===== src/sv/first_fit_heap_allocator_core_macros.svh =====
// ---------------------------------------------------------------------------
// Assertion macros for the first-fit heap allocator
// Short forms for the concurrent checks used in the RTL.
// ---------------------------------------------------------------------------
`ifndef FIRST_FIT_HEAP_ALLOCATOR_CORE_MACROS_SVH
`define FIRST_FIT_HEAP_ALLOCATOR_CORE_MACROS_SVH

// Condition must hold at every clock edge outside reset.
`define FFHA_ASSERT_ALWAYS(lbl, clk, rst_n, cond, msg) \
    lbl: assert property (@(posedge clk) disable iff (!rst_n) (cond)) else $error(msg);

// Antecedent implies consequent on the next edge.
`define FFHA_ASSERT_NEXT(lbl, clk, rst_n, ante, cons, msg) \
    lbl: assert property (@(posedge clk) disable iff (!rst_n) (ante) |=> (cons)) \
        else $error(msg);

`endif


===== src/sv/ffha_ram.sv =====
// ---------------------------------------------------------------------------
// ffha_ram
// Generic single-write, single-read RAM with registered read data.
// ---------------------------------------------------------------------------
module ffha_ram #(
    parameter int WIDTH = 64,
    parameter int DEPTH = 64
) (
    input  logic                     aclk,
    input  logic                     we,
    input  logic [$clog2(DEPTH)-1:0] waddr,
    input  logic [WIDTH-1:0]         wdata,
    input  logic [$clog2(DEPTH)-1:0] raddr,
    output logic [WIDTH-1:0]         rdata
);

    logic [WIDTH-1:0] mem [DEPTH];

    always_ff @(posedge aclk) begin
        if (we) begin
            mem[waddr] <= wdata;
        end
        rdata <= mem[raddr];
    end

endmodule


===== config.mk =====
export PLATFORM = sky130hd
export DESIGN_NAME = ffha_ram
export DESIGN_NICKNAME = d
export VERILOG_FILES = /design/src/sv/first_fit_heap_allocator_core_macros.svh /design/src/sv/ffha_ram.sv
export SDC_FILE = /design/constraint.sdc
export NUM_CORES = 2
export LEC_CHECK = 0
export BUFFER_PORTS_ARGS = -buffer_cell sky130_fd_sc_hd__buf_2
export CAP_MARGIN = 0
export CELL_PAD_IN_SITES_DETAIL_PLACEMENT = 1
export CELL_PAD_IN_SITES_GLOBAL_PLACEMENT = 2
export CORE_MARGIN = 2
export CORE_UTILIZATION = 51
export DETAILED_ROUTE_END_ITERATION = 8
export PLACE_DENSITY = 0.81
export SLEW_MARGIN = 0
export SYNTH_ARGS = -nofsm -noshare
export SYNTH_HDL_FRONTEND = slang
export SYNTH_SLANG_ARGS = --single-unit

===== constraint.sdc =====
create_clock -name aclk -period 8.42 [get_ports aclk]
set_clock_uncertainty 0.2 [all_clocks]
set_input_delay 0.421 -clock aclk [delete_from_list [all_inputs] [get_ports aclk]]
set_output_delay 0.421 -clock aclk [all_outputs]
set_load 0.1 [all_outputs]

After elaboration in Yosys (flattened, before gate mapping)

Memories as Yosys holds them, arrays and structs flattened. A register that Yosys moved wholly into a read port is not among the register bits.
Index checks and enable logic that the tools add are counted.

Order comparisons: 0
Add/sub/neg operators: 0
Multiply operators: 0
Bitwise operators: 0
Div/mod/pow operators: 0
Shift operators: 0
Equality and inequality tests: 0
Muxes and demuxes: 2
Reduce and logical (&&, ||, !) cells: 0

Operators by type and width:

| kind              | count |
|---|---|
| two-way mux 1 bit | 2 |

Memories kept: 1
Output and inout bits: 64
Memory bits (read-only): 0
Register bits: 0
Input bits: 78
Bits in latches: 0
Logic and storage cells: 3
Bits in writable memories: 4096

Memories:

| name | depth | width | rd ports | clocked after memory_dff | write ports | RTL line       | RTL |
|---|---|---|---|---|---|---|---|
| mem  | 64    | 64    | 1        | 1                        | 1           | ffha_ram.sv:17 | `logic [WIDTH-1:0] mem [DEPTH];` |

Logic depth before layout (Yosys ltp)

Depth after elaboration: 2
Gate-level depth with buffers: 9
Depth with buffers taken out: 5

Worst setup path before layout

OpenSTA, ideal clock, no wires.

Path kind: input to register
From: input waddr[3]
To: memory mem[48][0], enable pin
Buffers on the path: 1
Stages on the path: 4
Arrival: 5293 ps
Required time: 7656 ps
Library setup time: 564 ps
Path slack: 2363 ps
Cells stage by stage: clkbuf_1 nor2b_1 nand4b_1 nor3_1

RTL lines:

| what               | RTL line       | RTL |
|---|---|---|
| start: declaration | ffha_ram.sv:11 | `input logic [$clog2(DEPTH)-1:0] waddr,` |
| end: declaration   | ffha_ram.sv:17 |  |

No word-level cell before the write port.

Final worst setup path

From: input waddr[1]
To: memory mem[3][13], enable pin

No word-level cell before the write port.

==> qor.txt <==
TritonRoute pass-1 iters -> 6
worst setup margin -> 4.510 ns
clock latency on the worst-skew pair -> 0.99 ns
crit path max fanout -> 40
CTS tree -> yes
synthesis-stage register bit count -> 4160
area leader, netlist -> edfxtp_1
Clock Sinks -> 4160
Hold Path Cell Cnt -> 1
CTS H-tree lvls -> 5
most frequent cells after synthesis -> 4096 x edfxtp_1, 1024 x mux4_2, 170 x buf_2
Num CTS Buffers -> 402
Fillers -> 24.94k
Seq. cell area -> 0.1243 sq mm
critical path launch point type -> primary input
number of flops mapped to enable cells by yosys -> 4096
Post-CTS Resized -> 0
status -> completed
first-pass GRT wire length -> 630800 um
Slew HR -> 10.50%
total core area -> 0.3056 sq mm
Mapped Area -> 0.1563 sq mm
die extent in y -> 557.7 um
Place WS -> 4.055 ns
RR Endpoint -> rdata[39]
Post-synth ARST share -> 0%
Cells after DPL -> 10.66k
initial antenna violation count -> 28
Hold Vio Cnt, Final -> 0
Worst Path Required -> 8.79 ns
total die area -> 0.3110 sq mm
Main synth FF type -> edfxtp_1
most instantiated library cell after synthesis -> edfxtp_1
Clock transition at path regs -> 0.06 ns
WP data arrival -> 4.28 ns
sequential-to-total area share from yosys stat -> 79.49%
Hold Crit Class -> primary input to flip-flop
via count -> 77.40k
Placed Area -> 0.1627 sq mm
RSZ-0062 raised after global routing -> no
Highest Clock Rate -> 0.2558 GHz
syn nets -> 6676
clock buffer depth -> 4
worst hold margin -> 0.02529 ns
setup bufs post-CTS -> 0
Total Routing Usage GR -> 29.07%
worst reg2reg startpoint -> mem[51][39]
Die X-Extent -> 557.7 um
fin crit share -> 46.43%
DP HPWL -> 231500 um
MaxCap Viol Count -> 0
Crit. End Element -> flip-flop
largest net degree at the start of global routing -> 135
IO Port Bufs -> 141
root buffer cell -> clkbuf_16
sink of the worst hold path -> mem[18][41]
Post-route DRC -> 0
cell row count -> 203
GRT overflow -> 0
Final Max Slew Viols -> 0
final instance area -> 0.1765 sq mm
cells after synthesis -> 6598
R2R Setup Slk -> 5.95 ns
Ports -> 142
area of the multi-input gates -> 0.03078 sq mm
post-synthesis cell type count -> 33
layout cells sized above 1 -> 27.82%
Final setup viols -> 0
nets -> 7088
initial DRC count -> 10.94k
critical setup path kind -> primary input to flip-flop
Post-Route WL -> 448100 um
Power Density -> 247.3 mW/mm^2
top cell type's share of synthesized area -> 78.67%
initial core utilization -> 51.17%
vias per inst -> 6.748
leading cell types by total area after synthesis -> edfxtp_1 79%, mux4_2 15%, mux2i_1 0.86%
reg2reg path depth -> 5
Pleak -> 0.05490 uW
Final min period -> 3.910 ns
Least-Margin Pin Slew -> 1.339 ns
fin cells -> 11.47k
number of nets still failing antenna checks after routing -> 0
Final TNS setup -> 0 ns
WL per Instance -> 39.07 um
syn avg cell area -> 23.70 sq um
Layout area overhead -> 12.88%
worst hold start -> wdata[41]
GPL Wtd Cong -> 0.7787
synth warn -> 0
worst vdd ir -> 0.3324 mV
vias in the first global route -> 81.05k
worst max path at each step:
| stage | from | end | slack (ns) | depth (start not counted) |
|---|---|---|---|---|
| after detailed placement | raddr[2] | rdata[25] | 4.06 | 7 |
| final | waddr[1] | mem[3][13] | 4.51 | 6 |
| after global placement | raddr[0] | rdata[5] | 4.30 | 8 |
| after floorplan | waddr[3] | mem[48][0] | 2.36 | 4 |
| after CTS | waddr[1] | mem[3][13] | 4.62 | 6 |
| after global routing | waddr[1] | mem[3][1] | 4.47 | 6 |
critical path, cell delays in order:
cell and delay (ns):
dlygate4sd3_1 0.64, buf_2 0.28, nor2b_1 0.22, nand3_1 0.58
nor2_4 1.10, buf_4 0.94
cell families after synthesis:
kind of cell,after synthesis,share of synthesized area (%)
DFF,4160,79.49
muxes,1159,15.61
buffers and inverters,389,1.180
AOI/OAI and AO/OA,504,2.477
and+or+nand+nor,386,1.240
area by class of cell:
cell class	instances	share of cell area (%)
tap	4100	2.907
clock inverter	236	1.506
clock buffer	513	6.044
timing repair buffer	378	1.622
antenna	15	0.02127
multi-input combinational	2049	17.44
sequential	4160	70.42
inverter	19	0.04041
through the flow:
stage | total power [uW] | util, %
floorplan | 24820 | -
global route | 44580 | 57.75
finish | 43640 | 57.76
global placement | 25670 | 53.25
detailed placement | 25750 | 53.25
CTS | 43800 | 57.75
where the power goes:
part,internal [uW],switching (uW)
sequential,22900,125
combinational,713,1570
clock,10300,7970
total,34000,9670
timing repair:
item | 4_1_cts | 5_1_grt
hold buffers | 42 | 0
setup endpoints to repair | 0 | 0
endpoints found under the hold margin | 1905 | 0
placed cells by master, fill, tap and decap left out, drive strengths merged:
cell and instances:
and3 64, nand4b 1, edfxtp 4096, inv 31
o22ai 83, buf 336, a2bb2oi 19, dfxtp 64
clkinvlp 12, nor2 112, or3 29, nand3b 2
o221ai 38, nand2 58, nand2b 11, a31o 1
diode 15, a22o 88, dlygate4sd3 42, nor2b 28
nand3 45, bufinv 42, mux4 1024, or3b 1
a31oi 18, clkbuf 513, nand4 2, clkinv 170
a211oi 63, nor3 2, and2 3, a41oi 26
or2 28, mux2i 135, a22oi 168
metal layers:
| metal | vias up | share of wire, % | GRT usage [%] |
|---|---|---|---|
| met5 | - | 0.017 | 0 |
| met4 | 12 | 4.8 | 12.62 |
| met3 | 1069 | 11 | 6.044 |
| met2 | 5209 | 48 | 46.15 |
| met1 | 41820 | 36 | 39.39 |
| li1 | 29280 | - | - |
registers in the layout, indices dropped and copies added (netlist names):
signal	count
mem	4096
rdata	64
No activity file was read; power rests on OpenSTA's default activity.
