### src/sv/first_fit_heap_allocator_core_macros.svh
// ---------------------------------------------------------------------------
// Assertion macros for the first-fit heap allocator
// Short forms for the concurrent checks used in the RTL.
// ---------------------------------------------------------------------------
`ifndef FIRST_FIT_HEAP_ALLOCATOR_CORE_MACROS_SVH
`define FIRST_FIT_HEAP_ALLOCATOR_CORE_MACROS_SVH

// Condition must hold at every clock edge outside reset.
`define FFHA_ASSERT_ALWAYS(lbl, clk, rst_n, cond, msg) \
    lbl: assert property (@(posedge clk) disable iff (!rst_n) (cond)) else $error(msg);

// Antecedent implies consequent on the next edge.
`define FFHA_ASSERT_NEXT(lbl, clk, rst_n, ante, cons, msg) \
    lbl: assert property (@(posedge clk) disable iff (!rst_n) (ante) |=> (cons)) \
        else $error(msg);

`endif

### src/sv/ffha_pkg.sv
// ---------------------------------------------------------------------------
// ffha_pkg
// Shared types and constants of the first-fit heap allocator.
// ---------------------------------------------------------------------------
package ffha_pkg;

    localparam int MAX_FREE_SEGMENTS = 64;
    localparam int MAX_LIVE_BLOCKS   = 64;
    localparam int ADDR_WIDTH        = 32;

    localparam int SEG_IDX_W  = $clog2(MAX_FREE_SEGMENTS);
    localparam int SEG_CNT_W  = $clog2(MAX_FREE_SEGMENTS + 1);
    localparam int LIVE_IDX_W = (MAX_LIVE_BLOCKS > 1) ? $clog2(MAX_LIVE_BLOCKS) : 1;
    localparam int LIVE_CNT_W = $clog2(MAX_LIVE_BLOCKS + 1);
    localparam int ALU_W      = ADDR_WIDTH + 1;

    localparam int CFG_IDX_W   = 8;
    localparam int CFG_DATA_W  = 32;
    localparam int MIN_SPLIT_W = 21;
    localparam int HEADER_W    = 8;

    localparam logic [31:0] HEAP_BASE_RST  = 32'h0060_0000;
    localparam logic [31:0] HEAP_LIMIT_RST = 32'h0860_0000;
    localparam logic [MIN_SPLIT_W-1:0] MIN_SPLIT_RST = MIN_SPLIT_W'(4096);
    localparam logic [HEADER_W-1:0]    HEADER_RST    = HEADER_W'(16);

    localparam logic [CFG_IDX_W-1:0] CFG_HEAP_BASE  = CFG_IDX_W'(0);
    localparam logic [CFG_IDX_W-1:0] CFG_HEAP_LIMIT = CFG_IDX_W'(1);
    localparam logic [CFG_IDX_W-1:0] CFG_MIN_SPLIT  = CFG_IDX_W'(2);
    localparam logic [CFG_IDX_W-1:0] CFG_HEADER     = CFG_IDX_W'(3);

    typedef enum logic [2:0] {
        STAT_OK      = 3'd0,
        STAT_ZERO    = 3'd1,
        STAT_FEW     = 3'd2,
        STAT_NOFIT   = 3'd3,
        STAT_IGNORED = 3'd4,
        STAT_FULL    = 3'd5
    } status_t;

    typedef enum logic {
        ACT_ALLOC = 1'b0,
        ACT_FREE  = 1'b1
    } action_t;

    typedef enum logic {
        ALU_ADD = 1'b0,
        ALU_SUB = 1'b1
    } alu_op_t;

    typedef struct packed {
        alu_op_t          op;
        logic [ALU_W-1:0] a;
        logic [ALU_W-1:0] b;
    } alu_req_t;

    typedef struct packed {
        logic [ALU_W:0] res;  // top bit is the borrow on a subtract
    } alu_rsp_t;

    typedef struct packed {
        logic [ADDR_WIDTH-1:0] start;
        logic [ADDR_WIDTH-1:0] size;
    } entry_t;

    typedef struct packed {
        logic        action;
        logic [31:0] request_size;
        logic [31:0] free_address;
    } in_t;

    typedef struct packed {
        logic [2:0]  status;
        logic [31:0] block_address;
        logic [31:0] free_bytes;
        logic [6:0]  free_segments;
        logic [15:0] alloc_count;
        logic [15:0] free_count;
    } out_t;

endpackage

### src/sv/ffha_alu.sv
// ---------------------------------------------------------------------------
// ffha_alu
// Shared add/subtract unit; the address and size sums and subtract compares of the allocator use it.
// ---------------------------------------------------------------------------
module ffha_alu (
    input  ffha_pkg::alu_req_t req,
    output ffha_pkg::alu_rsp_t rsp
);

    always_comb begin
        case (req.op)
            ffha_pkg::ALU_ADD: rsp.res = {1'b0, req.a} + {1'b0, req.b};
            ffha_pkg::ALU_SUB: rsp.res = {1'b0, req.a} - {1'b0, req.b};
            default:           rsp.res = '0;
        endcase
    end

endmodule

### config.mk
export PLATFORM = sky130hd
export DESIGN_NAME = ffha_alu
export DESIGN_NICKNAME = d
export VERILOG_FILES = /design/src/sv/first_fit_heap_allocator_core_macros.svh /design/src/sv/ffha_pkg.sv /design/src/sv/ffha_alu.sv
export SDC_FILE = /design/constraint.sdc
export NUM_CORES = 1
export LEC_CHECK = 0
export BUFFER_PORTS_ARGS = -buffer_cell sky130_fd_sc_hd__buf_2
export CAP_MARGIN = 15
export CORE_ASPECT_RATIO = 0.75
export CORE_UTILIZATION = 30
export DETAILED_ROUTE_END_ITERATION = 6
export MAX_ROUTING_LAYER = met4
export PLACE_DENSITY_LB_ADDON = 0.12
export SETUP_SLACK_MARGIN = 0.2
export SLEW_MARGIN = 10
export SYNTH_ARGS = -nofsm -noshare
export SYNTH_HDL_FRONTEND = slang
export SYNTH_SLANG_ARGS = --single-unit
### constraint.sdc
create_clock -name vclk -period 3.5
set_input_delay 0.175 -clock vclk [all_inputs]
set_output_delay 0.175 -clock vclk [all_outputs]
set_load 0.02 [all_outputs]
; ---- Yosys cells after proc, flatten, opt, wreduce, memory -nomap -nowiden
; Cells that the tools add are included.
[op_classes]
muxes = 1
addsub = 2
n_bitwise = 1
[ops]
columns = operator, n
row1 = 34-bit one-hot mux with 2 select lines, 1
row2 = 33-bit by 33-bit adder with 34-bit output, 1
row3 = 33-bit by 33-bit subtractor with 34-bit output, 1
row4 = 1-bit NOT, 1
[totals]
ff_bits = 0
inputBits = 67
out_inout_bits = 34
wordCells = 4

; ---- Longest topological paths before layout
; Gate-level depths: netlist of run 1.
[logic_depth]
ltp_word = 2
ltp_mapped = 17
mapped_depth_nobuf = 15

; ---- Worst setup path before layout of run 1
; No wires, ideal clock.
[synth_timing]
kind = input to output
startpoint = input req[15] (netlist name)
endpoint = output rsp[31] (netlist name)
arrival_ps = 3669
stages = 14
required_ps = 3325
path_slack_ps = -344
path_cell_list = or4_4 nor4_4 nand2b_2 or4_4 nor3b_4 nor2_1 xnor2_1 ha_1 clkbuf_1 nand2_1 or3_1 o31ai_1 a221oi_1 xnor2_1
[synth_lines]
columns = element, line_no
row1 = from (decl), ffha_alu.sv:6  ; input ffha_pkg::alu_req_t req,
row2 = to (decl), ffha_alu.sv:7  ; output ffha_pkg::alu_rsp_t rsp

==> flow_results.xml, run 1 <==
<?xml version="1.0" encoding="UTF-8"?>
<metrics>
  <group name="synthesis">
    <metric name="synth_seq_area_share" unit="%">0</metric>
    <metric name="synthesis.area_per_instance" unit="sq um">6.66</metric>
    <metric name="syn_inst" unit="">367</metric>
    <metric name="cell_area_after_technology_mapping" unit="sq um">2440</metric>
    <metric name="mappedNetlistNets" unit="">469</metric>
    <metric name="synth_cell_type_count" unit="">40</metric>
    <metric name="synth-warning-count" unit="">0</metric>
  </group>
  <group name="floorplan">
    <metric name="floorplan.io_pins" unit="">101</metric>
    <metric name="die-width" unit="microns">106</metric>
    <metric name="starting_density_of_the_core" unit="%">31.0</metric>
    <metric name="fp.coreArea" unit="sq um">7880</metric>
    <metric name="dieHeight" unit="microns">80.2</metric>
    <metric name="standard_cell_rows" unit="">28</metric>
    <metric name="design.die.area" unit="sq um">8510</metric>
  </group>
  <group name="routing">
    <metric name="via_count" unit="">3420</metric>
    <metric name="drtIter0Drc" unit="">96</metric>
    <metric name="firstDrtPassIters" unit="">5</metric>
    <metric name="vias_per_cell" unit="">5.07</metric>
    <metric name="wire_per_inst" unit="microns">14.8</metric>
    <metric name="remaining_drc_errors" unit="">0</metric>
    <metric name="routed_wl" unit="mm">10.0</metric>
    <metric name="route.antenna.remaining_nets" unit="">0</metric>
  </group>
  <group name="timing">
    <metric name="max_clock_freq" unit="GHz">0.256</metric>
    <metric name="final_period_minus_worst_setup_slack" unit="ns">3.90</metric>
    <metric name="setup-violations-final" unit="">10</metric>
    <metric name="tightestPinTransition" unit="ns">0.598</metric>
    <metric name="min_period_over_period" unit="%">112</metric>
    <metric name="finalHoldWorstSlack" unit="ns">0.769</metric>
    <metric name="final_max_slew_viol_count" unit="">0</metric>
    <metric name="fin_ws" unit="ns">-0.403</metric>
    <metric name="finalHoldViolCount" unit="">0</metric>
    <metric name="max_slew_margin" unit="%">59.8</metric>
    <metric name="rsz0062_at_grt" unit="">true</metric>
  </group>
  <group name="grt">
    <metric name="number_of_antenna_violations_at_the_first_check_in_global_routing" unit="">0</metric>
    <metric name="overflow" unit="">0</metric>
    <metric name="grt_usage" unit="%">21.7</metric>
    <metric name="first_global_vias" unit="">3121</metric>
    <metric name="grt_max_degree" unit="">23</metric>
    <metric name="wire_length_of_the_first_global_routing_pass" unit="mm">14.8</metric>
  </group>
  <group name="setup_path">
    <metric name="worstSetupEndpointType" unit="">output port</metric>
    <metric name="worst-path-max-fanout" unit="">3</metric>
    <metric name="category_of_the_worst_setup_path_launch_point" unit="">input pin</metric>
    <metric name="crit_arrival" unit="ns">3.73</metric>
    <metric name="setup.worst_path.class" unit="">input pin to output port</metric>
    <metric name="critical_path_required" unit="ns">3.32</metric>
  </group>
  <group name="layout">
    <metric name="drive_gt1_share" unit="%">56.8</metric>
    <metric name="register_area" unit="sq um">0</metric>
    <metric name="antennaDiodeCount" unit="">0</metric>
    <metric name="flops_and_latches" unit="">0</metric>
    <metric name="area_growth" unit="%">89.7</metric>
    <metric name="design.final.nets" unit="">674</metric>
    <metric name="utilization" unit="%">58.8</metric>
    <metric name="num-fill-cells" unit="">737</metric>
    <metric name="multi_input_area" unit="sq um">2930</metric>
    <metric name="clock_buffer_count" unit="">0</metric>
  </group>
  <group name="placed_design">
    <metric name="place_congestion" unit="">0.891</metric>
    <metric name="buffer_ports.inserted" unit="">101</metric>
    <metric name="dp_slack" unit="ns">-0.354</metric>
    <metric name="dp.final_hpwl" unit="mm">7.65</metric>
  </group>
  <group name="power_and_ir_drop">
    <metric name="p_per_area" unit="nW/um^2">305</metric>
    <metric name="irDropWorstVdd" unit="V">0.000157</metric>
    <metric name="power_leakage" unit="nW">2.17</metric>
  </group>
  <group name="status">
    <metric name="violations_in_the_final_reports" unit="">negative setup slack</metric>
    <metric name="outcome" unit="">finished, violations left</metric>
  </group>
  <group name="hold_path">
    <metric name="worstHoldPathType" unit="">input pin to output port</metric>
  </group>
  <group name="job">
    <metric name="drv_cap" unit="">0</metric>
  </group>
  <group name="clock_tree">
    <metric name="ctsHoldBuffers" unit="">0</metric>
  </group>
</metrics>
final cells by class:
type,count,area share [%]
timing repair buffer,218,32.5
multi-input combinational,333,63.2
tap,105,2.83
inverter,19,1.54
cells by family after synthesis:
logic type | share of synthesized area, %
compound gates | 30.5
xor+xnor | 22.2
fa+ha+maj | 18.2
buf+inv | 5.22
mux | 0.410
simple gates | 23.5
worst max-delay path, stage by stage:
cell	delay, ns
buf_6	0.09
or4_4	0.56
nor4_4	0.20
buf_4	0.16
buf_4	0.09
buf_4	0.09
buf_4	0.09
buf_4	0.09
buf_4	0.09
buf_4	0.09
a21oi_2	0.05
xnor2_2	0.22
ha_4	0.25
a21oi_2	0.21
o21a_1	0.20
o32ai_2	0.10
a211oi_2	0.23
o31ai_4	0.12
a221oi_2	0.32
xnor2_2	0.15
buf_4	0.15
synth_stat cells:
cell,n,area (sq um)
a21boi_0,2,15.0
nand3_1,4,20.0
mux2i_1,1,10.0
nor3b_1,1,7.51
or3_1,3,18.8
fa_1,1,20.0
nand2b_2,1,8.76
a21o_1,7,52.6
o32ai_1,1,8.76
o21a_1,6,45.0
and2_1,5,31.3
clkbuf_1,15,56.3
and3_1,2,12.5
o21ai_0,20,100
a21oi_1,57,285
nor4_1,3,18.8
a211oi_1,3,22.5
xor2_1,8,70.1
a31o_2,2,17.5
nor3_1,10,50.1
a41oi_1,2,17.5
nand2_1,29,109
nor2_1,34,128
ha_1,34,425
nor3b_4,2,37.5
a31oi_1,9,56.3
xnor2_1,54,473
inv_1,19,71.3
nor2b_1,3,18.8
a221oi_1,1,8.76
nor4_4,1,21.3
nand2b_1,2,12.5
o2111ai_1,1,8.76
o2111a_1,1,11.3
o21bai_1,6,45.0
nand4_1,9,56.3
or4_4,2,22.5
o31ai_1,2,15.0
o211ai_1,2,15.0
o211a_1,2,20.0
placed cells by master (no fill, tap or decap), types with 4 or more instances in the layout:
| master | instances |
|---|---|
| a21o_1 | 7 |
| ha_1 | 27 |
| o21ai_1 | 5 |
| nor2_1 | 28 |
| xor2_1 | 8 |
| o21ai_0 | 6 |
| buf_6 | 19 |
| buf_2 | 81 |
| xnor2_1 | 41 |
| a31oi_1 | 4 |
| buf_4 | 118 |
| nand4_1 | 9 |
| a21oi_1 | 32 |
| o21a_1 | 6 |
| xnor2_2 | 13 |
| a21oi_2 | 18 |
| o21ai_2 | 8 |
| nand2_1 | 24 |
| inv_1 | 18 |
| nor2_2 | 5 |
| nor3_1 | 7 |
| ha_4 | 4 |
| a21oi_4 | 7 |
per-layer routing:
layer  part of all wire [%]  global-route usage (%)  wire [microns]
met5                      0                       -               0
met4                   0.59                    1.81              59
met2                     46                    35.6            4580
met1                     49                    30.6            4910
met3                    4.6                   0.731             461
metrics by stage:
| stage | setup TNS (ns) | cell area (sq um) | power, mW | std cells |
|---|---|---|---|---|
| global route | -3.59 | 4640 | 1.51 | 675 |
| floorplan | -0.243 | 2520 | 0.682 | 367 |
| detailed placement | -1.83 | 3740 | 1.12 | 643 |
| global placement | -1.54 | 3740 | 1.12 | 643 |
| finish | -2.23 | 4640 | 1.41 | 675 |
| CTS | -1.50 | 4190 | 1.25 | 662 |
worst paths after layout:
kind	from	endpoint	slack [ns]	depth (start not counted)
min	req[33]	rsp[0]	0.77	5
max	req[15]	rsp[31]	-0.40	21
power by group:
group          switching [mW]  internal [mW]  total, mW
Clock                       0              0          0
Combinational           0.736          0.678       1.41
Sequential                  0              0          0
Total                   0.736          0.678       1.41
timing repair:
item | in CTS | in global routing
pin swaps | 37 | 39
gates resized for setup | 71 | 82
buffers inserted | 19 | 13
setup endpoints to repair | 18 | 20
No activity file was read; power rests on OpenSTA's default activity.
==> run 2: changes to the inputs <==
BUFFER_PORTS_ARGS = -buffer_cell sky130_fd_sc_hd__buf_4   (was -buffer_cell sky130_fd_sc_hd__buf_2)
MAX_ROUTING_LAYER = default   (was met4)
==> run 2 against run 1 <==
Effect of this change:
- the run still ends with negative setup slack left
- fmax increased by 4.4%
- global-route usage is 1.0 points lower
- final cell count down 0.44%
- setup slack improved by 0.16 ns
- worst hold slack gained 0.014 ns
- design area increased by 2.9%
- flip-flop and latch count stayed put
- critical path type unchanged
- critical endpoint unchanged
- largest power group unchanged
==> flow_results.xml, run 2 (synthesized netlist as in run 1, its figures left out) <==
<?xml version="1.0" encoding="UTF-8"?>
<metrics>
  <group name="timing">
    <metric name="finalHoldViolCount" unit="">0</metric>
    <metric name="tightestPinTransition" unit="ns">0.601</metric>
    <metric name="fin_ws" unit="ns">-0.238</metric>
    <metric name="setup-violations-final" unit="">9</metric>
    <metric name="rsz0062_at_grt" unit="">true</metric>
    <metric name="min_period_over_period" unit="%">107</metric>
    <metric name="max_clock_freq" unit="GHz">0.267</metric>
    <metric name="final_max_slew_viol_count" unit="">0</metric>
    <metric name="final_period_minus_worst_setup_slack" unit="ns">3.74</metric>
    <metric name="max_slew_margin" unit="%">59.5</metric>
  </group>
  <group name="placed_design">
    <metric name="dp.final_hpwl" unit="mm">7.58</metric>
    <metric name="dpl_cell_area" unit="sq um">3940</metric>
    <metric name="place_congestion" unit="">0.887</metric>
    <metric name="numPlacedInstances" unit="">637</metric>
    <metric name="dp_slack" unit="ns">-0.398</metric>
    <metric name="buffer_ports.inserted" unit="">101</metric>
  </group>
  <group name="layout">
    <metric name="area_growth" unit="%">95.2</metric>
    <metric name="most_common_cell_after_layout_fill_and_taps_aside" unit="">buf_4</metric>
    <metric name="multi_input_area" unit="sq um">2880</metric>
    <metric name="register_area" unit="sq um">0</metric>
    <metric name="design.final.nets" unit="">671</metric>
    <metric name="flops_and_latches" unit="">0</metric>
    <metric name="utilization" unit="%">60.5</metric>
    <metric name="antennaDiodeCount" unit="">0</metric>
    <metric name="drive_gt1_share" unit="%">54.5</metric>
    <metric name="final_cell_mix" unit="">buf_4 (196), xnor2_1 (40), a21oi_1 (36)</metric>
    <metric name="clock_buffer_count" unit="">0</metric>
    <metric name="final_cell_area" unit="sq um">4770</metric>
    <metric name="num-fill-cells" unit="">715</metric>
    <metric name="post_layout_nonfiller_instances" unit="">672</metric>
  </group>
  <group name="grt">
    <metric name="overflow" unit="">0</metric>
    <metric name="wire_length_of_the_first_global_routing_pass" unit="mm">14.5</metric>
    <metric name="number_of_antenna_violations_at_the_first_check_in_global_routing" unit="">0</metric>
    <metric name="first_global_vias" unit="">3124</metric>
    <metric name="grt_usage" unit="%">20.6</metric>
    <metric name="grt_max_degree" unit="">25</metric>
  </group>
  <group name="setup_path">
    <metric name="critical_path_required" unit="ns">3.32</metric>
    <metric name="cp_common_cell" unit="">or4_4</metric>
    <metric name="worst-path-max-fanout" unit="">2</metric>
    <metric name="critical_path.max_stage_delay" unit="ns">0.56</metric>
    <metric name="timing.critical_path.max_delay_family" unit="">simple AND/OR/NAND/NOR gates</metric>
    <metric name="crit_arrival" unit="ns">3.56</metric>
    <metric name="crit_path_cell_trace" unit="">buf_6 -&gt; or4_4 -&gt; nor4_4 -&gt; nand2b_2 -&gt; or4_4 -&gt; nor3b_4 -&gt; a21oi_1 -&gt; xnor2_1 -&gt; ha_1 -&gt; nand2_2 -&gt; or3_4 -&gt; o32ai_2 -&gt; a211oi_2 -&gt; o31ai_2 -&gt; a221oi_2 -&gt; xnor2_2 -&gt; buf_4</metric>
    <metric name="category_of_the_worst_setup_path_launch_point" unit="">input pin</metric>
    <metric name="timing.critical_path.slowest_stage_cell" unit="">or4_4</metric>
    <metric name="worstSetupEndpointType" unit="">output port</metric>
    <metric name="critical_path_depth" unit="">17</metric>
    <metric name="setup.worst_path.class" unit="">input pin to output port</metric>
    <metric name="worstPathBufferInverterCount" unit="">2</metric>
  </group>
  <group name="routing">
    <metric name="wire_per_inst" unit="microns">14.0</metric>
    <metric name="route.antenna.remaining_nets" unit="">0</metric>
    <metric name="routed_wl" unit="mm">9.41</metric>
    <metric name="vias_per_cell" unit="">4.97</metric>
    <metric name="firstDrtPassIters" unit="">4</metric>
    <metric name="remaining_drc_errors" unit="">0</metric>
    <metric name="drtIter0Drc" unit="">97</metric>
    <metric name="via_count" unit="">3341</metric>
  </group>
  <group name="status">
    <metric name="outcome" unit="">finished, violations left</metric>
    <metric name="violations_in_the_final_reports" unit="">negative setup slack</metric>
  </group>
  <group name="job">
    <metric name="drv_cap" unit="">0</metric>
  </group>
  <group name="power_and_ir_drop">
    <metric name="design_power_total" unit="mW">1.48</metric>
    <metric name="power_leakage" unit="nW">2.23</metric>
    <metric name="p_per_area" unit="nW/um^2">311</metric>
    <metric name="irDropWorstVdd" unit="V">0.000207</metric>
  </group>
  <group name="hold_path">
    <metric name="worstHoldPathType" unit="">input pin to output port</metric>
    <metric name="hold_crit_depth" unit="">5</metric>
  </group>
  <group name="clock_tree">
    <metric name="ctsHoldBuffers" unit="">0</metric>
  </group>
  <group name="floorplan">
    <metric name="die-width" unit="microns">106</metric>
    <metric name="starting_density_of_the_core" unit="%">31.0</metric>
    <metric name="floorplan.io_pins" unit="">101</metric>
    <metric name="design.die.area" unit="sq um">8510</metric>
    <metric name="fp.coreArea" unit="sq um">7880</metric>
    <metric name="standard_cell_rows" unit="">28</metric>
    <metric name="dieHeight" unit="microns">80.2</metric>
  </group>
</metrics>
run 2: cell types whose count changed in the layout (fill, tap and decap cells not counted), moves of 3 or more:
cell,previous run,this run
a21oi_1,32,36
a21oi_2,18,15
buf_2,81,0
buf_4,118,196
ha_1,27,30
nor2_2,5,2
run 2: timing repair:
action,in CTS,in global routing
resized for setup,62,65
endpoints found under the setup margin,19,22
pin swaps,49,54
buffers inserted,16,19
run 2: stage by stage:
step	hold WS (ns)	TNS, ns
after floorplan	0.541	-0.243
after global placement	0.775	-1.84
after detailed placement	0.784	-2.28
after CTS	0.787	-1.29
after global routing	0.822	-3.12
final	0.783	-1.29
run 2: power breakdown:
group	total [mW]	internal [mW]	switching [mW]
Sequential	0	0	0
Clock	0	0	0
Combinational	1.48	0.750	0.735
Total	1.48	0.750	0.735
run 2: final timing paths:
| path | slack [ns] | startpoint | end |
|---|---|---|---|
| worst min-delay path | 0.78 | req[33] | rsp[0] |
| worst max-delay path | -0.24 | req[15] | rsp[31] |
run 2: metal layers:
metal  global-route usage [%]  vias to the layer above  part of all wire, %  routed length (microns)
met5                        0                        -                    0                        0
met4                        0                        0                    0                        0
met3                    0.893                        0                  4.0                      378
met2                     34.4                       80                   45                     4200
met1                     30.7                     1527                   51                     4830
li1                         -                     1734                    -                        -
run 2: area by class of cell:
type,instances,share of cell area (%)
Timing Repair Buffer,215,35.3
Inverter,19,1.50
Tap cell,105,2.75
Multi-Input combinational cell,333,60.4
